<file path="config.mk">
export PLATFORM = sky130hd
export DESIGN_NAME = drop_oldest_frame_queue
export DESIGN_NICKNAME = d
export VERILOG_FILES = /design/src/rtl/dofq_pkg.sv /design/src/rtl/dofq_core.sv /design/src/rtl/drop_oldest_frame_queue.sv
export SDC_FILE = /design/constraint.sdc
export NUM_CORES = 1
export LEC_CHECK = 0
export ABC_AREA = 0
export BUFFER_PORTS_ARGS = -buffer_cell sky130_fd_sc_hd__buf_4
export CAP_MARGIN = 30
export CORE_MARGIN = 10
export CORE_UTILIZATION = 30
export CTS_CLUSTER_SIZE = 24
export DETAILED_ROUTE_END_ITERATION = 6
export GPL_ROUTABILITY_DRIVEN = 0
export SLEW_MARGIN = 20
export SYNTH_ARGS = -nofsm -noshare
export SYNTH_HDL_FRONTEND = slang
export SYNTH_SLANG_ARGS = --single-unit
export TNS_END_PERCENT = 30
</file>
<file path="constraint.sdc">
create_clock -name clk_i -period 13 [get_ports clk_i]
set_input_delay 1.3 -clock clk_i [delete_from_list [all_inputs] [get_ports clk_i]]
set_output_delay 1.3 -clock clk_i [all_outputs]
set_load 0.02 [all_outputs]
</file>
<file path="src/rtl/dofq_pkg.sv">
// Package of the drop-oldest frame queue: sizes, request and event codes,
// and the structs passed between the queue core and the top level.
// No dependencies.
package dofq_pkg;

  localparam int DEPTH         = 16;
  localparam int ENTRY_WIDTH   = 32;
  localparam int STARTUP_LEVEL = 5;

  localparam int PTR_W   = $clog2(DEPTH);
  localparam int CNT_W   = $clog2(DEPTH + 1);
  localparam int SUM_W   = CNT_W + 1;
  localparam int FRAME_W = 32;
  localparam int SIZE_W  = 5;
  localparam int OCC_W   = 5;
  localparam int REQ_W   = 3;

  typedef enum logic [REQ_W-1:0] {
    REQ_PUSH    = 3'd0,
    REQ_POP     = 3'd1,
    REQ_TRY_POP = 3'd2,
    REQ_CLEAR   = 3'd3,
    REQ_STOP    = 3'd4,
    REQ_RESET   = 3'd5
  } req_e;

  typedef enum logic [1:0] {
    EV_NONE    = 2'd0,
    EV_HEALTHY = 2'd1,
    EV_CLEARED = 2'd2
  } health_e;

  typedef enum logic {
    CFG_MAX_SIZE  = 1'b0,
    CFG_MIN_MAINT = 1'b1
  } cfg_idx_e;

  typedef struct packed {
    logic [SIZE_W-1:0] max_size;
    logic [SIZE_W-1:0] min_maint;
  } cfg_t;

  typedef struct packed {
    logic               accepted;
    logic               frame_valid;
    logic [FRAME_W-1:0] frame_out;
    logic [OCC_W-1:0]   occupancy;
    logic               started;
    health_e            health_event;
    logic               below_maintenance;
    logic               healthy_now;
  } result_t;

endpackage

</file>
<file path="src/rtl/dofq_core.sv">
// Ring buffer core of the frame queue: entry registers, head pointer, count,
// started and stopped flags, and the result of each transaction.
// Depends on dofq_pkg.
module dofq_core (
  input  logic                        clk_i,
  input  logic                        rst_ni,
  input  logic                        take_i,
  input  logic [dofq_pkg::REQ_W-1:0]  req_type_i,
  input  logic [dofq_pkg::FRAME_W-1:0] frame_data_i,
  input  dofq_pkg::cfg_t              cfg_i,
  output dofq_pkg::result_t           res_o
);
  import dofq_pkg::*;

  logic [ENTRY_WIDTH-1:0] entry_q [DEPTH];
  logic [PTR_W-1:0] head_q, head_d, head_inc, wr_idx;
  logic [CNT_W-1:0] count_q, count_d, lim;
  logic [SUM_W-1:0] wr_sum;
  logic             started_q, started_d, stopped_q, stopped_d;
  logic             wr_en, moved;
  req_e             req;

  assign req      = req_e'(req_type_i);
  assign head_inc = (head_q == PTR_W'(DEPTH - 1)) ? '0 : head_q + PTR_W'(1);
  assign wr_sum   = SUM_W'(head_q) + SUM_W'(count_q);
  assign wr_idx   = (wr_sum >= SUM_W'(DEPTH)) ? PTR_W'(wr_sum - SUM_W'(DEPTH))
                                              : PTR_W'(wr_sum);

  always_comb begin
    if (cfg_i.max_size == '0) begin
      lim = CNT_W'(1);
    end else if (int'(cfg_i.max_size) > DEPTH) begin
      lim = CNT_W'(DEPTH);
    end else begin
      lim = CNT_W'(cfg_i.max_size);
    end
  end

  always_comb begin
    head_d    = head_q;
    count_d   = count_q;
    started_d = started_q;
    stopped_d = stopped_q;
    wr_en     = 1'b0;
    moved     = 1'b0;
    res_o     = '0;
    case (req)
      REQ_PUSH: begin
        if (!stopped_q) begin
          wr_en          = 1'b1;
          moved          = 1'b1;
          res_o.accepted = 1'b1;
          if (count_q >= lim) begin
            head_d = head_inc;
          end else begin
            count_d = count_q + CNT_W'(1);
          end
        end
      end
      REQ_POP, REQ_TRY_POP: begin
        if ((req == REQ_TRY_POP || !stopped_q) && count_q != '0) begin
          moved             = 1'b1;
          res_o.frame_valid = 1'b1;
          res_o.frame_out   = FRAME_W'(entry_q[head_q]);
          head_d            = head_inc;
          count_d           = count_q - CNT_W'(1);
        end
      end
      REQ_CLEAR: begin
        head_d             = '0;
        count_d            = '0;
        started_d          = 1'b0;
        res_o.health_event = EV_CLEARED;
      end
      REQ_STOP: begin
        stopped_d = 1'b1;
      end
      REQ_RESET: begin
        head_d    = '0;
        count_d   = '0;
        started_d = 1'b0;
        stopped_d = 1'b0;
      end
      default: begin
      end
    endcase
    if (moved && !started_q && int'(count_d) >= STARTUP_LEVEL) begin
      started_d          = 1'b1;
      res_o.health_event = EV_HEALTHY;
    end
    res_o.occupancy         = OCC_W'(count_d);
    res_o.started           = started_d;
    res_o.below_maintenance = int'(count_d) < int'(cfg_i.min_maint);
    res_o.healthy_now       = started_d ? (int'(count_d) >= int'(cfg_i.min_maint))
                                        : (int'(count_d) >= int'(cfg_i.max_size));
  end

  always_ff @(posedge clk_i or negedge rst_ni) begin
    if (!rst_ni) begin
      head_q    <= '0;
      count_q   <= '0;
      started_q <= 1'b0;
      stopped_q <= 1'b0;
    end else if (take_i) begin
      head_q    <= head_d;
      count_q   <= count_d;
      started_q <= started_d;
      stopped_q <= stopped_d;
    end
  end

  always_ff @(posedge clk_i) begin
    if (take_i && wr_en) begin
      entry_q[wr_idx] <= ENTRY_WIDTH'(frame_data_i);
    end
  end

endmodule

</file>
<file path="src/rtl/drop_oldest_frame_queue.sv">
// Top level of the drop-oldest frame queue: configuration registers,
// handshake and result register around dofq_core. Depends on dofq_pkg.
//
// Usage: each request transaction (req_type_i, frame_data_i) on the input
// channel is accepted at a rising edge with in_valid_i high and in_stall_o
// low. It produces exactly one result transaction on the output channel,
// taken at an edge with out_valid_o high and out_stall_i low.
// The result is registered at the edge that accepts the request. Throughput
// is one request per cycle while in_stall_o is low; the head pointer, entry
// count and flags of the ring buffer update at the edge that accepts it.
// A new request is accepted while the result register is empty or is being
// taken in the same cycle; while the receiver stalls a waiting result, the
// input is stalled and the result holds.
// The configuration port writes max_size or min_maintenance at any edge
// with cfg_we_i high; write it only while no request is in flight.
// Reset empties the queue, clears the started and stopped flags, drops any
// waiting result and sets max_size to 16 and min_maintenance to 3.
module drop_oldest_frame_queue (
  input  logic                          clk_i,
  input  logic                          rst_ni,
  input  logic                          cfg_we_i,
  input  logic                          cfg_idx_i,
  input  logic [dofq_pkg::SIZE_W-1:0]   cfg_data_i,
  input  logic                          in_valid_i,
  output logic                          in_stall_o,
  input  logic [dofq_pkg::REQ_W-1:0]    req_type_i,
  input  logic [dofq_pkg::FRAME_W-1:0]  frame_data_i,
  output logic                          out_valid_o,
  input  logic                          out_stall_i,
  output logic                          accepted_o,
  output logic                          frame_valid_o,
  output logic [dofq_pkg::FRAME_W-1:0]  frame_out_o,
  output logic [dofq_pkg::OCC_W-1:0]    occupancy_o,
  output logic                          started_o,
  output logic [1:0]                    health_event_o,
  output logic                          below_maintenance_o,
  output logic                          healthy_now_o
);
  import dofq_pkg::*;

  cfg_t    cfg_q;
  result_t res, res_q;
  logic    out_valid_q, take;

  assign in_stall_o = out_valid_q && out_stall_i;
  assign take       = in_valid_i && !in_stall_o;

  always_ff @(posedge clk_i or negedge rst_ni) begin
    if (!rst_ni) begin
      cfg_q.max_size  <= SIZE_W'(16);
      cfg_q.min_maint <= SIZE_W'(3);
    end else if (cfg_we_i) begin
      case (cfg_idx_e'(cfg_idx_i))
        CFG_MAX_SIZE:  cfg_q.max_size  <= cfg_data_i;
        CFG_MIN_MAINT: cfg_q.min_maint <= cfg_data_i;
        default: begin
        end
      endcase
    end
  end

  dofq_core u_core (
    .clk_i        (clk_i),
    .rst_ni       (rst_ni),
    .take_i       (take),
    .req_type_i   (req_type_i),
    .frame_data_i (frame_data_i),
    .cfg_i        (cfg_q),
    .res_o        (res)
  );

  always_ff @(posedge clk_i or negedge rst_ni) begin
    if (!rst_ni) begin
      out_valid_q <= 1'b0;
    end else if (take) begin
      out_valid_q <= 1'b1;
    end else if (!out_stall_i) begin
      out_valid_q <= 1'b0;
    end
  end

  always_ff @(posedge clk_i) begin
    if (take) begin
      res_q <= res;
    end
  end

  assign out_valid_o         = out_valid_q;
  assign accepted_o          = res_q.accepted;
  assign frame_valid_o       = res_q.frame_valid;
  assign frame_out_o         = res_q.frame_out;
  assign occupancy_o         = res_q.occupancy;
  assign started_o           = res_q.started;
  assign health_event_o      = res_q.health_event;
  assign below_maintenance_o = res_q.below_maintenance;
  assign healthy_now_o       = res_q.healthy_now;

endmodule

</file>
==> out/qor.tcl <==
set qor(cts.htree.levels) 2
set qor(ys_warn_count) 0
set qor(category_of_cells_accounting_for_the_largest_share_of_critical_path_delay) {buffers and inverters}
set qor(min_delay_worst_endpoint) {cfg_q[2]}
set qor(post_cts_hold_buffer_count) 0
set qor(clk_path_buf_depth) 3
set qor(synth.net_count) 1129
set qor(required_ns) 13.26
set qor(netlist-cell-type-count) 53
set qor(pwr_density_cell_mw_per_mm2) 188
set qor(min_path_cells) 1
set qor(design.core.area_mm2) 0.0748
set qor(vdd_drop_max_uv) 110
set qor(synth_area_mm2) 0.0228
set qor(final.setup.worst_slack_ns) 8.58
set qor(crit-reg2reg-capture) {u_core.entry_q[8][3]}
set qor(post_cts.resized_instances) 0
set qor(worstHoldStart) {cfg_q[2]}
set qor(post_synth_inst_count) 1061
set qor(critical_path.max_fanout) 46
set qor(postRouteAntennaNets) 0
set qor(drt-vias-per-instance) 4.92
set qor(synth_flop_cell) {edfxtp_1}
set qor(pin_count_of_the_biggest_net_entering_global_routing) 53
set qor(cts_sinks) 578
set qor(clkSlewWorstSetupHoldPaths_ns) 0.06
set qor(global_route.overflow_total) 0
set qor(die_area_mm2) 0.0873
set qor(drv_cap) 0
set qor(tritoncts) {done}
set qor(post_cts_buffers) 0
set qor(routed_wl_mm) 51.6
set qor(timing.critical_path.slowest_cell_delay_ns) 0.84
set qor(status) {finished clean}
set qor(syn-mean-instance-area_um2) 21.4
set qor(critPathLaunchType) {register}
set qor(sequence_of_cells_on_the_critical_path) {buf_4 > ha_1 > a21o_1 > a21oi_1 > xor2_1 > nand2_1 > nor2_4 > buf_4}
set qor(cts_buffer_count) 59
set qor(hold_viol) 0
set qor(placement.setup.worst_slack_ns) 8.51
set qor(final_max_slew_viol_count) 0
set qor(grt_usage) 0.117
set qor(final.fill_count) 6800
set qor(slowest_stage) {dfrtp_4}
set qor(synth.yosys.seq_area_share) 0.758
set qor(synth-edff-count) 556
set qor(floorplan.rows) 100
set qor(grt_first_pass_wirelength_mm) 76.4
set qor(chipWidth_um) 295
set qor(timing.setup.critical_path_class) {reg -> reg}
set qor(first_global_vias) 11400
set qor(design.final.nets) 1260
set qor(skew_ns) 0.0573
set qor(via_count) 10900
set qor(top_level_ports) 92
set qor(num_antenna_cells) 0
set qor(drt_first_iter_violations) 852
set qor(slew-limit-headroom) 0.451
set qor(areaGrowthSynthToFinish_pct) 18.5
set qor(synth-seq-cells) 578
set qor(numPortBuffers) 91
set qor(leakagePower_uw) 0.00859
set qor(r2r-start) {u_core.head_q[1]}
set qor(post-route-drc-count) 0
set qor(cp.buffers_inverters) 2
set qor(synth_top_area_frac) 0.734
set qor(proportion_of_layout_cells_with_a_drive_suffix_above_1) 0.332
set qor(worst-r2r-setup-slack_ns) 8.58
set qor(worst-r2r-cell-count) 8
set qor(synthDominantAreaCellType) {edfxtp_1}
set qor(fmax_mhz) 226
set qor(max_slew.worst_pin.slew_ns) 0.823
set qor(yosys-top-cells-area) {edfxtp_1, mux4_2, dfrtp_1}
set qor(worstPathArrival_ns) 4.68
set qor(totalNegativeSetupSlack_ns) 0
set qor(critical-path-top-cell-by-count) {buf_4}
set qor(timing.final.crit_share) 0.340
set qor(rsz_0062_raised_after_global_routing) {no}
set qor(setup_viol) 0
set qor(routedWlPerCell_um) 23.3
set qor(die_h_um) 295
set qor(cts.root.buffer_cell) {clkbuf_16}
set qor(insertion_delay_ns) 0.64
set qor(timing.critical_path.to_type) {register}
set qor(layout_min_cycle_time_ns) 4.42
set qor(min-delay-path-class) {reg -> reg}
set qor(drt-pass1-iter-count) 5
set qor(async_reset_ff_frac) 0.0381
set qor(start_util) 0.304
set qor(grt_antenna_before_repair) 3
set qor(place.detailed.hpwl_mm) 28.6
-- routing by layer --
metal | vias to the layer above | wire, µm | track usage
met1 | 5867 | 23200 | 0.160
met4 | 6 | 904 | 0.0292
met5 | - | 36 | 0
li1 | 4677 | - | -
met3 | 71 | 2690 | 0.0234
met2 | 265 | 24800 | 0.189
-- cells in the mapped netlist (4+ instances only) --
| cell type | n |
|---|---|
| a211oi_1 | 4 |
| a21o_1 | 5 |
| a21oi_1 | 18 |
| a31oi_1 | 9 |
| buf_2 | 17 |
| clkbuf_1 | 31 |
| dfrtp_1 | 19 |
| edfxtp_1 | 556 |
| ha_1 | 21 |
| inv_1 | 15 |
| mux2_2 | 7 |
| mux2i_1 | 7 |
| mux4_2 | 154 |
| nand2_1 | 42 |
| nand2b_1 | 6 |
| nand3_1 | 6 |
| nand4_1 | 5 |
| nor2_1 | 27 |
| nor2b_1 | 36 |
| o21ai_0 | 12 |
| o21ai_1 | 10 |
| xnor2_1 | 4 |
-- through the flow --
step / cell area, µm² / hold slack [ns] / utilization / cells / power (µW)
floorplan: 22800 / 0.479 / - / 1061 / 3000
global placement: 24700 / 0.495 / 0.331 / 2095 / 3280
detailed placement: 24800 / 0.502 / 0.331 / 2096 / 3300
CTS: 26800 / 0.516 / 0.359 / 2208 / 5100
global route: 27000 / 0.533 / 0.360 / 2212 / 5290
finish: 27000 / 0.513 / 0.360 / 2212 / 5080
-- placed cells by master (no fill, tap or decap), drive strengths merged, types with 9 or more instances in the layout --
master  Yosys  layout
clkinv      0      24
nand2      42      42
o21ai      24      24
ha         21      21
inv        17      21
nor2       27      27
a21oi      19      19
nor2b      36      36
mux4      154     154
dfrtp      19      19
bufinv      0      12
buf        18     119
a31oi       9       9
edfxtp    556     556
clkbuf     31      68
-- worst max path at each step --
stage	depth (start not counted)	end	slack, ns	startpoint
2_1_floorplan	6	u_core.entry_q[3][0]	7.74	out_stall_i
3_3_place_gp	15	healthy_now_o	8.44	req_type_i[1]
3_5_place_dp	5	frame_out_o[22]	8.51	u_core.head_q[0]
4_1_cts	5	frame_out_o[29]	8.52	u_core.head_q[0]
5_1_grt	8	u_core.entry_q[8][3]	8.31	u_core.head_q[1]
6_report	8	u_core.entry_q[8][3]	8.58	u_core.head_q[1]
-- cells by family after synthesis --
group	Yosys count	synth area share
simple gates	140	0.0323
compound gates	80	0.0236
xor+xnor	7	0.00269
mux	168	0.159
fa+ha+maj	22	0.0124
buf+inv	66	0.0118
flops	578	0.758
-- flip-flops by register name, indices dropped and copies added (netlist names), 2 cells and up --
name	count
u_core.head_q	4
health_event_o	2
occupancy_o	5
u_core.entry_q	512
cfg_q	10
u_core.count_q	5
frame_out_o	32
-- power breakdown --
part	total, µW	internal, µW	switching [µW]	leakage [µW]
logic	1110	575	539	0.00228
clock network	1800	1080	720	0.00101
registers	2170	2100	67.6	0.00530
-- layout make-up --
type,count,area (µm²),area share
inverters,17,63.8,0.00237
well taps,969,1210,0.0450
clock buffers,68,1510,0.0560
multi-input cells,417,5360,0.199
clock inverters,44,571,0.0212
repair buffers,119,986,0.0366
flip-flops and latches,578,17300,0.640
Note: power is estimated with default switching activity, not from simulation.
